===== config.mk =====
export PLATFORM = sky130hd
export DESIGN_NAME = kmp_first_match_search
export DESIGN_NICKNAME = d
export VERILOG_FILES = /design/src/hw/rtl/kmp_pkg.sv /design/src/hw/rtl/kmp_cell.sv /design/src/hw/rtl/kmp_first_match_search.sv
export SDC_FILE = /design/constraint.sdc
export NUM_CORES = 1
export LEC_CHECK = 0
export ABC_AREA = 1
export BUFFER_PORTS_ARGS = -buffer_cell sky130_fd_sc_hd__buf_2
export CORE_ASPECT_RATIO = 1.1
export CORE_UTILIZATION = 29
export CTS_BUF_LIST = sky130_fd_sc_hd__clkbuf_16
export DETAILED_ROUTE_END_ITERATION = 12
export GPL_TIMING_DRIVEN = 0
export SYNTH_ARGS = -nofsm -noshare
export SYNTH_HDL_FRONTEND = slang
export SYNTH_SLANG_ARGS = --single-unit

===== constraint.sdc =====
create_clock -name aclk -period 7.09 [get_ports aclk]
set_input_delay 1.418 -clock aclk [delete_from_list [all_inputs] [get_ports aclk]]
set_output_delay 1.418 -clock aclk [all_outputs]
set_load 0.1 [all_outputs]

===== src/hw/rtl/kmp_pkg.sv =====
// shared constants and types for the kmp first-match search block
package kmp_pkg;

    // default sizing, handed to the top level parameters
    localparam int KMP_MAX_PATTERN_DEF = 8;
    localparam int KMP_INDEX_BITS_DEF  = 16;

    // fixed field widths
    localparam int CHAR_W    = 8;
    localparam int PAT_CFG_W = 64;
    localparam int PLEN_W    = 4;
    localparam int OFFSET_W  = 16;
    localparam int POS_W     = 16;
    localparam int CFG_IDX_W = 2;
    localparam int CFG_DATA_W = 64;

    // number of pattern bytes the pattern register can carry
    localparam int PAT_CFG_BYTES = PAT_CFG_W / CHAR_W;

    // configuration register indexes
    localparam logic [CFG_IDX_W-1:0] REG_PATTERN_BYTES  = 2'd0;
    localparam logic [CFG_IDX_W-1:0] REG_PATTERN_LENGTH = 2'd1;
    localparam logic [CFG_IDX_W-1:0] REG_START_OFFSET   = 2'd2;

    // control handed from the sequencer to every cell of the chain
    typedef struct packed {
        logic load;   // first byte of a text: take the pattern byte from config
        logic step;   // byte is searched: advance the partial-match bit
        logic clear;  // last byte of a text: drop all partial matches
    } cell_ctl_t;

endpackage


===== src/hw/rtl/kmp_cell.sv =====
// one matcher cell: holds a pattern byte and the partial-match bit for its prefix
module kmp_cell
    import kmp_pkg::*;
(
    input  logic              aclk,
    input  logic              aresetn,
    input  cell_ctl_t         ctl,
    input  logic [CHAR_W-1:0] cfg_byte,
    input  logic [CHAR_W-1:0] text_char,
    input  logic              prev_hit,
    output logic              hit_now,
    output logic              hit
);

    logic [CHAR_W-1:0] byte_reg;
    logic [CHAR_W-1:0] byte_use;
    logic              hit_reg;

    // a new text sees the configured byte already on its first byte
    assign byte_use = ctl.load ? cfg_byte : byte_reg;
    // prefix up to this cell matches when the left neighbor matched one byte earlier
    assign hit_now  = prev_hit & (byte_use == text_char);
    assign hit      = hit_reg;

    always_ff @(posedge aclk) begin
        if (ctl.load) begin
            byte_reg <= cfg_byte;
        end
    end

    always_ff @(posedge aclk) begin
        if (!aresetn) begin
            hit_reg <= 1'b0;
        end else if (ctl.clear) begin
            hit_reg <= 1'b0;
        end else if (ctl.step) begin
            hit_reg <= hit_now;
        end
    end

endmodule


===== src/hw/rtl/kmp_first_match_search.sv =====
// top level of the kmp first-match search block: config, cell chain, sequencer, output register
//
// usage
//   configure pattern_bytes (index 0), pattern_length (index 1) and start_offset (index 2)
//   through cfg_wr_en / cfg_index / cfg_wdata while no text is in flight
//   stream the text one byte per transaction on the s_ channel, s_tlast on the final byte
//   at most one result transaction per text on the m_ channel:
//     m_tuser = 1 and m_tdata = start index of the first match, or
//     m_tuser = 0 and m_tdata = 0 when the final byte passes without a match
//   bytes after the first match give no result; the final byte then only resets the text
// latency and throughput
//   one byte per cycle unless a result waits stalled on m_; a result shows on m_ in the cycle
//   after the byte that caused it; each byte is matched combinationally by a row of MAX_PATTERN
//   cells, one per pattern byte, each handing its partial-match bit to its right neighbor
// reset
//   aresetn (synchronous, active low) clears the text state, the cells' match bits and
//   the output valid; registers return to pattern 0, length 1, offset 0
// stall
//   while a result waits in the output register and m_tready is low, s_tready drops;
//   nothing is lost or repeated
module kmp_first_match_search
    import kmp_pkg::*;
#(
    parameter int MAX_PATTERN = KMP_MAX_PATTERN_DEF,
    parameter int INDEX_BITS  = KMP_INDEX_BITS_DEF
) (
    input  logic                  aclk,
    input  logic                  aresetn,
    // configuration write port
    input  logic                  cfg_wr_en,
    input  logic [CFG_IDX_W-1:0]  cfg_index,
    input  logic [CFG_DATA_W-1:0] cfg_wdata,
    // text input
    input  logic                  s_tvalid,
    output logic                  s_tready,
    input  logic [CHAR_W-1:0]     s_tdata,   // [7:0] text_char
    input  logic                  s_tlast,   // text_last
    // result output
    output logic                  m_tvalid,
    input  logic                  m_tready,
    output logic [POS_W-1:0]      m_tdata,   // [15:0] match_position
    output logic                  m_tuser    // [0] found
);

    localparam int CELL_W = (MAX_PATTERN > 1) ? $clog2(MAX_PATTERN) : 1;
    localparam int PW     = INDEX_BITS + 1;
    localparam int CMP_W  = (INDEX_BITS > OFFSET_W) ? INDEX_BITS : OFFSET_W;
    localparam logic [INDEX_BITS-1:0] INDEX_MAX = {INDEX_BITS{1'b1}};

    // configuration registers
    logic [PAT_CFG_W-1:0] pattern_bytes_reg;
    logic [PLEN_W-1:0]    pattern_length_reg;
    logic [OFFSET_W-1:0]  start_offset_reg;

    // per-text state
    logic [INDEX_BITS-1:0] idx_reg, idx_next;
    logic                  done_reg, done_next;
    logic [CELL_W-1:0]     sel_reg;

    // output register
    logic                  m_tvalid_reg, m_tvalid_next;
    logic [POS_W-1:0]      m_tdata_reg, m_tdata_next;
    logic                  m_tuser_reg, m_tuser_next;

    logic                  s_acc;
    logic                  first_byte;
    logic [CELL_W-1:0]     sel_cfg;
    logic [CELL_W-1:0]     sel_use;
    cell_ctl_t             ctl;
    logic [MAX_PATTERN-1:0] hit_now;
    logic [MAX_PATTERN-1:0] hit;
    logic                  match;
    logic [PW-1:0]         idx_p1;
    logic [PW-1:0]         len_use;
    logic [PW-1:0]         pos_full;

    // config writes, unknown index ignored
    always_ff @(posedge aclk) begin
        if (!aresetn) begin
            pattern_bytes_reg  <= '0;
            pattern_length_reg <= PLEN_W'(1);
            start_offset_reg   <= '0;
        end else if (cfg_wr_en) begin
            case (cfg_index)
                REG_PATTERN_BYTES:  pattern_bytes_reg  <= cfg_wdata;
                REG_PATTERN_LENGTH: pattern_length_reg <= cfg_wdata[PLEN_W-1:0];
                REG_START_OFFSET:   start_offset_reg   <= cfg_wdata[OFFSET_W-1:0];
                default: ;
            endcase
        end
    end

    // handshake: output register frees up when taken
    assign s_tready   = !m_tvalid_reg || m_tready;
    assign s_acc      = s_tvalid && s_tready;
    assign first_byte = (idx_reg == '0) && !done_reg;

    // last cell of the pattern: zero length acts as one, long lengths saturate
    always_comb begin
        if (pattern_length_reg == '0) begin
            sel_cfg = '0;
        end else if (32'(pattern_length_reg) > MAX_PATTERN) begin
            sel_cfg = CELL_W'(MAX_PATTERN - 1);
        end else begin
            sel_cfg = CELL_W'(pattern_length_reg - PLEN_W'(1));
        end
    end

    assign sel_use = first_byte ? sel_cfg : sel_reg;

    // cell control for this transaction
    assign ctl.load  = s_acc && first_byte;
    assign ctl.step  = s_acc && !done_reg &&
                       (CMP_W'(idx_reg) >= CMP_W'(start_offset_reg));
    assign ctl.clear = s_acc && s_tlast;

    // chain of cells, cell k tracks the prefix of length k+1
    for (genvar k = 0; k < MAX_PATTERN; k++) begin : g_cell
        logic [CHAR_W-1:0] cfg_byte;
        logic              prev_hit;

        if (k < PAT_CFG_BYTES) begin : g_cfg
            assign cfg_byte = pattern_bytes_reg[CHAR_W*k +: CHAR_W];
        end else begin : g_zero
            // bytes past the pattern register read as zero
            assign cfg_byte = '0;
        end

        if (k == 0) begin : g_head
            assign prev_hit = 1'b1;
        end else begin : g_link
            assign prev_hit = hit[k-1];
        end

        kmp_cell u_cell (
            .aclk      (aclk),
            .aresetn   (aresetn),
            .ctl       (ctl),
            .cfg_byte  (cfg_byte),
            .text_char (s_tdata),
            .prev_hit  (prev_hit),
            .hit_now   (hit_now[k]),
            .hit       (hit[k])
        );
    end

    // full match when the last pattern cell lights up on a searched byte
    assign match = ctl.step && hit_now[sel_use];

    // match start = index + 1 - length
    assign idx_p1   = PW'(idx_reg) + PW'(1);
    assign len_use  = PW'(sel_use) + PW'(1);
    assign pos_full = (idx_p1 >= len_use) ? (idx_p1 - len_use) : '0;

    // text state sequencing
    always_comb begin
        idx_next  = idx_reg;
        done_next = done_reg;
        if (s_acc) begin
            if (s_tlast) begin
                idx_next  = '0;
                done_next = 1'b0;
            end else begin
                if (idx_reg != INDEX_MAX) begin
                    idx_next = idx_reg + INDEX_BITS'(1);
                end
                if (match) begin
                    done_next = 1'b1;
                end
            end
        end
    end

    always_ff @(posedge aclk) begin
        if (!aresetn) begin
            idx_reg  <= '0;
            done_reg <= 1'b0;
        end else begin
            idx_reg  <= idx_next;
            done_reg <= done_next;
        end
    end

    always_ff @(posedge aclk) begin
        if (ctl.load) begin
            sel_reg <= sel_cfg;
        end
    end

    // output register: found result, or not-found on a final byte without match
    always_comb begin
        m_tvalid_next = m_tvalid_reg && !m_tready;
        m_tdata_next  = m_tdata_reg;
        m_tuser_next  = m_tuser_reg;
        if (match) begin
            m_tvalid_next = 1'b1;
            m_tdata_next  = POS_W'(pos_full);
            m_tuser_next  = 1'b1;
        end else if (s_acc && s_tlast && !done_reg) begin
            m_tvalid_next = 1'b1;
            m_tdata_next  = '0;
            m_tuser_next  = 1'b0;
        end
    end

    always_ff @(posedge aclk) begin
        if (!aresetn) begin
            m_tvalid_reg <= 1'b0;
        end else begin
            m_tvalid_reg <= m_tvalid_next;
        end
    end

    always_ff @(posedge aclk) begin
        m_tdata_reg <= m_tdata_next;
        m_tuser_reg <= m_tuser_next;
    end

    assign m_tvalid = m_tvalid_reg;
    assign m_tdata  = m_tdata_reg;
    assign m_tuser  = m_tuser_reg;

    // a final byte always leaves a fresh text behind
    a_last_clears: assert property (@(posedge aclk) disable iff (!aresetn)
        s_acc && s_tlast |=> (idx_reg == '0) && !done_reg && (hit == '0))
        else $error("text state not cleared after final byte");

    // a match in mid-text ends the search
    a_match_done: assert property (@(posedge aclk) disable iff (!aresetn)
        match && !s_tlast |=> done_reg)
        else $error("search not marked done after match");

    // no cell advances once the search is over
    a_done_no_step: assert property (@(posedge aclk) disable iff (!aresetn)
        done_reg |-> !ctl.step)
        else $error("cell stepped after search finished");

    // input only stalls behind an occupied output register
    a_stall_cause: assert property (@(posedge aclk) disable iff (!aresetn)
        !s_tready |-> m_tvalid_reg && !m_tready)
        else $error("input stalled without a pending result");

    // a result never overwrites one still waiting
    a_no_overwrite: assert property (@(posedge aclk) disable iff (!aresetn)
        m_tvalid_reg && !m_tready |=> m_tvalid_reg && $stable(m_tdata_reg)
                                      && $stable(m_tuser_reg))
        else $error("pending result overwritten");

endmodule


# ---- Word level (Yosys, flattened, before mapping)
# Cells that the tools add are included.
# W data, S select, Z words.
dict set report op_classes {
  multipliers 0
  add_sub_neg 5
  shifts 0
  mux 22
  eq_ne 11
  reduce_logical 25
  order_cmp 4
  bitwise 8
  div 0
}
# cell n
set ops {}
lappend ops {{$mux W16} 5}
lappend ops {{$eq A8 B8 Y1} 8}
lappend ops {{$mux W8} 8}
lappend ops {{$add A16 B1 Y17 const B} 1}
lappend ops {{$ge A17 B4 Y1} 1}
lappend ops {{$add A16 B1 Y16 const B} 1}
lappend ops {{$ge A16 B16 Y1} 1}
lappend ops {{$logic_not A16 Y1} 1}
lappend ops {{$ne A16 B16 Y1 const B} 1}
lappend ops {{$sub A16 B4 Y16} 1}
lappend ops {{$reduce_and A2 Y1} 5}
lappend ops {{$logic_and A1 B1 Y1} 9}
lappend ops {{$mux W3} 3}
lappend ops {{$and A1 B1 Y1} 7}
lappend ops {{$reduce_bool A2 Y1} 3}
lappend ops {{$mux W1} 5}
lappend ops {{$add A3 B1 Y4 const B} 1}
lappend ops {{$gt A4 B4 Y1 const B} 1}
lappend ops {{$logic_not A4 Y1} 1}
lappend ops {{$lt A3 B4 Y1 const B} 1}
lappend ops {{$bmux W1 S3} 1}
lappend ops {{$logic_not A1 Y1} 3}
lappend ops {{$sub A3 B1 Y3 const B} 1}
lappend ops {{$eq A2 B1 Y1 const B} 1}
lappend ops {{5 further kinds} 5}
dict set report word_totals {
  n_memories 0
  output_inout_bits 19
  latch_bits 0
  ram_bits 0
  rom_bits 0
  ff_bits 193
  wordCells 99
}

# ---- Depth between registers and ports, before layout
# Gate-level depths: netlist of the first run.
dict set report depth {
  word_depth 12
  mapped_depth 24
  ltp_nobuf 23
}

# ---- By module
# Synthesis of the first run repeated with hierarchy kept, for this count alone.
dict set report unflattened {
  hier_cells 1426
  area_unflattened_um2 10127.2
}
# mod seq_area_each_um2 n_inst cells_each area_per_inst_um2
set modules_own_cells {}
lappend modules_own_cells {kmp_first_match_search 2632.5 1 818 5983.2}
lappend modules_own_cells {kmp_cell 180.2 8 76 518.0}

# ---- Worst setup path before layout of the first run
# OpenSTA, ideal clock, no wires.
dict set report synth_path {
  kind {input to register}
  start {input port m_tready}
  end {register m_tdata_reg[0], in the netlist m_tdata[0] (enable)}
  path_slack_ps 2663
  cell_stages 17
  n_path_buf 1
  arrival_time_ps 4056
  path_cell_list {inv_1 -> nand2_1 -> nand2_1 -> inv_2 -> clkbuf_1 -> nand4_1 -> nand3_1 -> nand2_1 -> nor2_1 -> nand2_1 -> nor2_1 -> nand3_1 -> nand3_1 -> nand2_1 -> nand2_2 -> nand3_1 -> nand2_1}
}
dict set report synth_via {
  elab_chain_len 10
  elab_cells_between_ends 34
  classes_between {eq/ne: 8; mux: 10; bitwise: 7; reduce/logical: 9}
}
# element line_no
set synth_lines {}
lappend synth_lines {{start: declaration} kmp_first_match_search.sv:40} ;# input logic m_tready,
lappend synth_lines {{$logic_or A1 B1 Y1 *} kmp_first_match_search.sv:94} ;# assign s_tready = !m_tvalid_reg || m_tready;
lappend synth_lines {{via s_tready} kmp_first_match_search.sv:35} ;# output logic s_tready,
lappend synth_lines {{$logic_and A1 B1 Y1 *} kmp_first_match_search.sv:95} ;# assign s_acc = s_tvalid && s_tready;
lappend synth_lines {{$logic_and A1 B1 Y1} kmp_first_match_search.sv:112} ;# assign ctl.load = s_acc && first_byte;
lappend synth_lines {{$mux W8, on equally long branches} n/a}
lappend synth_lines {{$eq A8 B8 Y1} kmp_cell.sv:22} ;# assign hit_now = prev_hit & (byte_use == text_char);
lappend synth_lines {{$and A1 B1 Y1} kmp_cell.sv:22}
lappend synth_lines {{$bmux W1 S3} kmp_first_match_search.sv:148} ;# assign match = ctl.step && hit_now[sel_use];
lappend synth_lines {{$mux W1 (implied by the code)} kmp_first_match_search.sv:148}
lappend synth_lines {{$logic_and A1 B1 Y1} kmp_first_match_search.sv:148}
lappend synth_lines {{$reduce_bool A2 Y1 (no source line) *} n/a}
lappend synth_lines {{end signal: assignment} kmp_first_match_search.sv:215} ;# m_tdata_reg <= m_tdata_next;
lappend synth_lines {{end: declaration} kmp_first_match_search.sv:62} ;# logic [POS_W-1:0] m_tdata_reg, m_tdata_next;
# Mark *: on every way through the listed nets, which the timed path passes. The rest lies on a longest branch. The select of a mux whose other input is x is not followed.
# A chain may end at the register's enable or synchronous reset.

# ---- Worst setup path after layout of the first run
dict set report layout_path {
  start {register idx_reg[0]}
  end {register m_tdata_reg[5], in the netlist m_tdata[5], data pin}
}
dict set report layout_via {
  elab_chain_len 10
  elab_cells_between_ends 38
  classes_between {add/sub: 3; order compare: 2; eq/ne: 8; mux: 13; bitwise: 7; reduce/logical: 5}
}
# element line_no
set layout_lines {}
lappend layout_lines {{start: declaration} kmp_first_match_search.sv:56} ;# logic [INDEX_BITS-1:0] idx_reg, idx_next;
lappend layout_lines {{start signal: assignment} kmp_first_match_search.sv:179} ;# idx_reg <= idx_next;
lappend layout_lines {{parallel branches: the longest is 9 deep, another holds $sub A16 B4 Y16} n/a}
lappend layout_lines {{$mux W16 *} kmp_first_match_search.sv:195} ;# if (match) begin
# Mark *: on every way between the ends. The select of a mux whose other input is x is not followed.

==> results of run 1 <==
critical path, cell delays in order (launching register included):
cell and delay (ps):
dfxtp_1 360, inv_1 170, ha_1 180, nand3_2 140
nor2_4 300, nand2_1 150, o21ai_1 670, inv_1 310
ha_1 290, xor2_1 160, ha_1 370, nand2_1 100
nor2_1 40, a211oi_1 290, o21ai_0 230, nor2_1 230
nand3_1 140, nor2_1 150, nand3_1 160, nor3_1 200
nand3_1 180, nand4_4 200, buf_8 220, nor2_4 40
layout make-up:
class,count,area [um2],share of cell area [%]
Inverter,204,766,6.78
Multi-Input combinational cell,922,4600,40.8
Clock buffer,17,425,3.77
Buffer,57,288,2.55
Sequential cell,193,4050,35.9
Clock inverter,15,161,1.43
Tap cell,426,533,4.72
Timing Repair Buffer,92,460,4.08
cell usage after synthesis (5+ instances only):
cell type	number
a21oi_1	76
nand3_1	80
edfxtp_1	19
nand4_1	46
ha_1	24
o211ai_1	8
nor2_1	162
inv_1	193
dfxtp_1	174
xnor2_1	5
nand2_1	323
clkinv_1	6
nor2_4	13
buf_6	6
clkbuf_1	34
o21ai_2	8
o21ai_1	14
buf_2	14
xor2_1	26
inv_2	5
nor3_1	8
o21ai_0	103
nand2_2	5
kinds of logic (layout without fill, tap and decap cells):
| group | count (synthesis) | after routing |
|---|---|---|
| fa+ha+maj | 25 | 25 |
| simple gates | 650 | 650 |
| compound gates | 216 | 216 |
| flops | 193 | 193 |
| xor+xnor | 31 | 31 |
| buf+inv | 261 | 385 |
through the flow:
step                power (W)  instances  hold WS (ps)
floorplan             0.00184       1376           428
global placement      0.00202       1894           438
detailed placement    0.00204       1894           446
CTS                   0.00300       1926           458
global route          0.00315       1926           483
finish                0.00299       1926           457
power groups by stage:
stage | Combinational, W | Clock (W) | Sequential, W
finish | 0.000762 | 0.000971 | 0.00126
CTS | 0.000761 | 0.000983 | 0.00126
global route | 0.000848 | 0.00104 | 0.00127
floorplan | 0.000483 | 0 | 0.00135
detailed placement | 0.000755 | 0 | 0.00128
global placement | 0.000743 | 0 | 0.00128
final timing paths:
kind | start | to | slack [ps] | cells after the start
hold / removal | pattern_bytes_reg[2]$_SDFFE_PN0P_ | pattern_bytes_reg[2]$_SDFFE_PN0P_ | 460 | 2
hold reg to reg | pattern_bytes_reg[2]$_SDFFE_PN0P_ | pattern_bytes_reg[2]$_SDFFE_PN0P_ | 460 | 2
setup reg to reg | idx_reg[0]$_SDFFE_PN0P_ | m_tdata[5]$_SDFFCE_PN0P_ | 1560 | 23
setup / recovery | idx_reg[0]$_SDFFE_PN0P_ | m_tdata[5]$_SDFFCE_PN0P_ | 1560 | 23
per-layer routing:
metal / vias to the layer above / global-route usage, % / share of wire, % / wire length (um)
met5: - / 0 / 0 / 0
met4: 0 / 6.70 / 2.8 / 848
met3: 51 / 2.43 / 5.3 / 1600
met2: 281 / 30.9 / 48 / 14500
met1: 4122 / 23.3 / 44 / 13400
li1: 4603 / - / - / -
layout by cell type (no fill, tap or decap), drive strengths merged:
| cell type | netlist | final |
|---|---|---|
| nand2 | 328 | 328 |
| inv | 198 | 207 |
| nor2 | 178 | 178 |
| dfxtp | 174 | 174 |
| o21ai | 125 | 125 |
| buf | 23 | 115 |
| nand3 | 83 | 83 |
| a21oi | 76 | 76 |
| clkbuf | 34 | 51 |
| nand4 | 47 | 47 |
| xor2 | 26 | 26 |
| ha | 24 | 24 |
| edfxtp | 19 | 19 |
| clkinv | 6 | 12 |
| nor3 | 9 | 9 |
| o211ai | 8 | 8 |
| xnor2 | 5 | 5 |
| o21a | 2 | 2 |
| a211oi | 2 | 2 |
| or2 | 2 | 2 |
| and2 | 1 | 1 |
| o221ai | 1 | 1 |
| nor4 | 1 | 1 |
| nand3b | 1 | 1 |
| a31oi | 1 | 1 |
| a22oi | 1 | 1 |
| fa | 1 | 1 |
==> summary.txt, run 1 <==
Timing
  – Hold Fails Final Rpt: 0
  – Final Max Tran Viols: 0
  – Worst slew pin tran: roughly 1200 ps
  – Final WS setup: 1560 ps
  – Fmax: 181 MHz
  – Post-route setup TNS: 0 ps
  – Tmin final: 5530 ps
  – Setup violators final: 0
  – Slew HR: between 10% and 20%
  – Skew final: between 15 and 20 ps
  – Period utilization: around 78%
  – RSZ-0062 raised after global routing: false

Drt
  – Detailed-route wire length per cell: 15.7 um
  – Final ANT Viol Nets: 0
  – Initial DRC Count: roughly 570
  – Via count: just over 9k
  – Via density: ~4.7
  – Detailed Routing Iterations Pass 1: 5
  – DR DRC count: 0
  – WL final: a little over 30000 um

Pwr
  – Internal: ~0.0019 W
  – Switching Fraction: a little over a third
  – Maximum vdd drop: approximately 170 uV
  – Clk pwr share: 32.5%
  – Net Switching: ~0.0011 W
  – P_leak: around 5.5 nW
  – Logic pwr share: 25.5%
  – Power Density: ~260 nW/um2
  – Sequential share of power: a little over two fifths

Synth
  – Mean post-synth cell area: around 7 um2
  – Post-synthesis cell area: 9710 um2
  – Synth Area in Adders: under 10%
  – Main synth FF type: dfxtp_1
  – Top post-synthesis cells by area: dfxtp_1 (36%), nand2_1 (12%), inv_1 (7.5%)
  – Top cell type's share of synthesized area: a little over a third
  – Largest family of logic cells by synthesized area: simple AND/OR/NAND/NOR gates
  – Number of synthesized flops with an enable pin: 19
  – Synth Area in Simple Gates: around 30%
  – Synth Net Count: between 1k and 1.5k
  – Post-synth ARST share: 0%
  – Post-synthesis compound-gate area fraction: between 10% and 20%
  – Syn Inst Count: roughly 1.4k
  – Sequential-to-total area share from yosys stat: 41.8%
  – Synth Area in XOR/XNOR: between 2 and 3%
  – Post-synth top area cell: dfxtp_1
  – Number of warnings issued by yosys: 0
  – Synth cell types: 42
  – Mux contribution to synthesized area: 0%
  – Register bit total from synthesis: between 150 and 200

Clocking
  – CTS Buffer Depth: 2
  – Total CTS buffers: 17
  – H-tree depth: 4
  – Post-CTS Setup Inserts: 0
  – Clk slew on worst S/H paths: approximately 80 ps
  – Cts hold-fix bufs: 0
  – CTS resizes: 0
  – CTS sink count: a little under 200
  – Clock Latency Late Sink: about 450 ps
  – Root Buffer: clkbuf_16
  – CTS tree: yes

Die
  – Num ports: 99
  – Rows: 69
  – Die ar.: ~34000 um2
  – Die Y: between 150 and 200 um
  – Die width: between 150 and 200 um
  – Core box area: around 33000 um2
  – Initial cell density of the core: between 20% and 30%

Finish
  – Final Cell Area: between 10000 and 15000 um2
  – Ant diodes: 0
  – Final Util: 34.6%
  – Area grow syn2layout: 16.3%
  – Nets: 1592
  – Fraction of layout cells with a size suffix above 1: roughly 12%
  – Fill cells: 3565

Placed design
  – I/O Buffers: 92
  – Dpl cell area: roughly 11000 um2
  – Detailed placer's ending HPWL: roughly 23000 um
  – RePlAce Congestion: between 0.9 and 1
  – Setup WS pre-CTS: between 1500 and 2000 ps

Worst setup path
  – Setup crit start kind: flip-flop
  – CP endpoint kind: flip-flop
  – Setup CP Type: reg2reg
  – Max Fanout on Critical Path: 10
  – Worst EP required: ~7300 ps
  – Worst EP arrival: 5720 ps

Global routing
  – First-pass GRT wire length: 47800 um
  – Congestion Overflow GR: 0
  – Initial antenna violation count: 0
  – Number of global-route vias before repair: approximately 8.6k
  – Largest net degree at the start of global routing: 21
  – Tot GR Track Use: between 10% and 20%

Outcome
  – Status: finished, final reports clean

Worst hold path
  – Worst Hold Class: reg2reg

Job
  – Max Cap Violations: 0
No activity file was read; power rests on OpenSTA's default activity.
==> inputs of run 2 (changes only) <==
--- a/config.mk
+++ b/config.mk
@@ -5,7 +5,7 @@
 export SDC_FILE = /design/constraint.sdc
 export NUM_CORES = 1
 export LEC_CHECK = 0
-export ABC_AREA = 1
+export ABC_AREA = 0
 export BUFFER_PORTS_ARGS = -buffer_cell sky130_fd_sc_hd__buf_2
 export CORE_ASPECT_RATIO = 1.1
 export CORE_UTILIZATION = 29
==> constraint.sdc (replaced) <==
create_clock -name aclk -period 4.6 [get_ports aclk]
set_input_delay 0.92 -clock aclk [delete_from_list [all_inputs] [get_ports aclk]]
set_output_delay 0.92 -clock aclk [all_outputs]
set_load 0.1 [all_outputs]
==> summary.txt, run 2 <==
Outcome
  – Status: finished, final reports clean

Placed design
  – RePlAce Congestion: 0.866
  – Placed cells: 1750
  – Dpl cell area: 10900 um2
  – I/O Buffers: between 90 and 100
  – Detailed placer's ending HPWL: between 20000 and 25000 um

Global routing
  – Tot GR Track Use: roughly 17%
  – Met3 Track Usage GR: under 10%
  – Congestion Overflow GR: 0
  – GRT Max-Usage Layer: met2
  – Met1 Use GR: approximately 22%
  – First-pass GRT wire length: about 46000 um
  – Initial antenna violation count: 0
  – Met2 usage: between 20% and 30%
  – Largest net degree at the start of global routing: 20
  – Number of global-route vias before repair: between 8k and 9k

Finish
  – Ant diodes: 0
  – Non-Filler Instances: around 1.8k
  – Final Cell Area: approximately 12000 um2
  – Most frequent cells in the layout: nand2_1 (322), dfxtp_1 (174), a21oi_1 (115)
  – Area grow syn2layout: 17.5%
  – Fill cells: ~3.6k
  – Nets: around 1.5k
  – Most common cell after layout, fill and taps aside: nand2_1
  – Fraction of layout cells with a size suffix above 1: between 15 and 20%

Clocking
  – Clk slew on worst S/H paths: around 70 ps
  – Cts hold-fix bufs: 0
  – Clock Latency Late Sink: roughly 450 ps
  – CTS tree: yes
  – Root Buffer: clkbuf_16
  – Total CTS buffers: 17
  – CTS sink count: around 190
  – H-tree depth: 4
  – CTS Buffer Depth: 2

Timing
  – Final Max Tran Viols: 0
  – Period utilization: roughly 96%
  – RSZ-0062 raised after global routing: false
  – Slew HR: a little over two fifths
  – Hold Fails Final Rpt: 0
  – Worst slew pin tran: around 860 ps
  – Setup violators final: 0
  – Skew final: ~23 ps
  – Tmin final: approximately 4400 ps
  – Fmax: between 200 and 250 MHz

Die
  – Num ports: a little under 100
  – Die width: roughly 180 um
  – Rows: 70
  – Core box area: 33500 um2
  – Initial cell density of the core: slightly below 30%
  – Die Y: slightly below 200 um
  – Die ar.: roughly 35000 um2

Synth
  – Main synth FF type: dfxtp_1
  – Post-synthesis cell area: slightly below 10000 um2
  – Number of warnings issued by yosys: 0
  – Top cell type's share of synthesized area: a little over a third
  – Post-synth top area cell: dfxtp_1
  – Synth Net Count: roughly 1.3k
  – Syn Inst Count: between 1k and 1.5k
  – Synth cell types: around 80
  – Number of synthesized flops with an enable pin: 19
  – Top post-synthesis cells by area: dfxtp_1 (35%), nand2_1 (12%), a21oi_1 (5.8%)
  – Synth top cells by count: nand2_1 (322), dfxtp_1 (174), a21oi_1 (115)
  – Sequential-to-total area share from yosys stat: about 41%
  – Cell with the most instances after synthesis: nand2_1
  – Mean post-synth cell area: just over 8 um2
  – Register bit total from synthesis: between 150 and 200
  – Post-synth ARST share: 0%

Pwr
  – P_leak: between 4 and 5 nW
  – Maximum vdd drop: around 270 uV
  – Power Density: between 300 and 400 nW/um2

Drt
  – Detailed-route wire length per cell: roughly 16 um
  – DR DRC count: 0
  – Detailed Routing Iterations Pass 1: 5
  – WL final: a little under 30000 um
  – Via density: about 5.0
  – Final ANT Viol Nets: 0
  – Initial DRC Count: 573
  – Via count: a little under 9k

Worst setup path
  – Worst EP required: ~4800 ps
  – Max incr delay on CP: around 440 ps
  – Setup CP Type: reg2reg
  – Worst EP arrival: 4580 ps
  – CP endpoint kind: flip-flop
  – Most frequent CP cell: buf_6
  – Max Fanout on Critical Path: 10
  – Slowest-stage cell, CP: or3b_4
  – Setup crit start kind: flip-flop
  – Bufs and invs on worst path: 4
  – Critical path's top delay family: simple AND/OR/NAND/NOR gates
  – Critical-path cell list: buf_2 > nor3_2 > and4_4 > buf_6 > nand2_2 > mux2i_4 > inv_2 > ha_4 > xnor2_1 > ha_1 > o21ai_1 > nand2b_1 > a211oi_4 > or3b_4 > nor3_4 > o311a_4 > buf_6 > nor4_1

Job
  – Max Cap Violations: 0

Worst hold path
  – Worst Hold Class: reg2reg
run 2: logic make-up (layout without fill, tap and decap cells):
family	after synthesis	count (layout)	synth area share (%)
compound gates	230	230	14.3
simple gates	529	529	25.1
fa+ha+maj	27	27	3.43
xor+xnor	88	88	7.76
mux	24	24	2.94
buf+inv	135	267	5.64
flops	193	193	40.8
run 2: routing by layer:
metal | routed length [um] | vias to the layer above
li1 | - | 4438
met1 | 13200 | 4207
met2 | 14100 | 262
met3 | 1600 | 31
met4 | 497 | 0
met5 | 0 | -
run 2: worst paths after layout:
kind | startpoint | end | slack [ps] | cells past startpoint
worst max-delay path | idx_reg[6]$_SDFFE_PN0P_ | m_tdata[6]$_SDFFCE_PN0P_ | 190 | 18
worst min-delay path | g_cell[4].u_cell.byte_reg[3]$_DFF_P_ | g_cell[4].u_cell.byte_reg[3]$_DFF_P_ | 450 | 2
worst max register to register | idx_reg[6]$_SDFFE_PN0P_ | m_tdata[6]$_SDFFCE_PN0P_ | 190 | 18
worst min register to register | g_cell[4].u_cell.byte_reg[3]$_DFF_P_ | g_cell[4].u_cell.byte_reg[3]$_DFF_P_ | 450 | 2
run 2: area by class of cell:
type / count / area (um2) / area share [%]
buffer: 75 / 342 / 2.93
clock buffer: 17 / 425 / 3.65
clock inverter: 15 / 149 / 1.28
inverter: 57 / 215 / 1.84
multi-input combinational: 898 / 5400 / 46.3
sequential: 193 / 4050 / 34.8
tap: 432 / 541 / 4.63
timing repair buffer: 103 / 543 / 4.66
run 2: tightest hold or removal path, delay by kind of cell, from the launching register on:
kind	cells	cell delay (ps)
flip-flops	1	320
AND/OR/NAND/NOR	2	90
run 2: timing repair:
| action | CTS | global route |
|---|---|---|
| resized for setup | 14 | 3 |
| endpoints found under the setup margin | 16 | 32 |
| hold endpoints to repair | 0 | 0 |
| buffers inserted | 6 | 5 |
| pin swaps | 3 | 4 |
run 2: where the power goes:
| group | internal (W) | switching, W |
|---|---|---|
| Clock | 0.000720 | 0.000751 |
| Sequential | 0.00176 | 0.0000428 |
| Combinational | 0.000275 | 0.000446 |
| Total | 0.00276 | 0.00124 |
run 2: through the flow:
| stage | hold slack [ps] | setup TNS (ps) | utilization [%] | worst slack, ps | power [W] |
|---|---|---|---|---|---|
| global placement | 436 | -13490 | 32.7 | -754 | 0.00248 |
| detailed placement | 442 | -15070 | 32.7 | -828 | 0.00249 |
| global route | 464 | 0 | 34.9 | 19.9 | 0.00415 |
| floorplan | 426 | 0 | - | 76.1 | 0.00229 |
| finish | 450 | 0 | 34.9 | 186 | 0.00400 |
| CTS | 452 | 0 | 34.7 | 16.2 | 0.00399 |
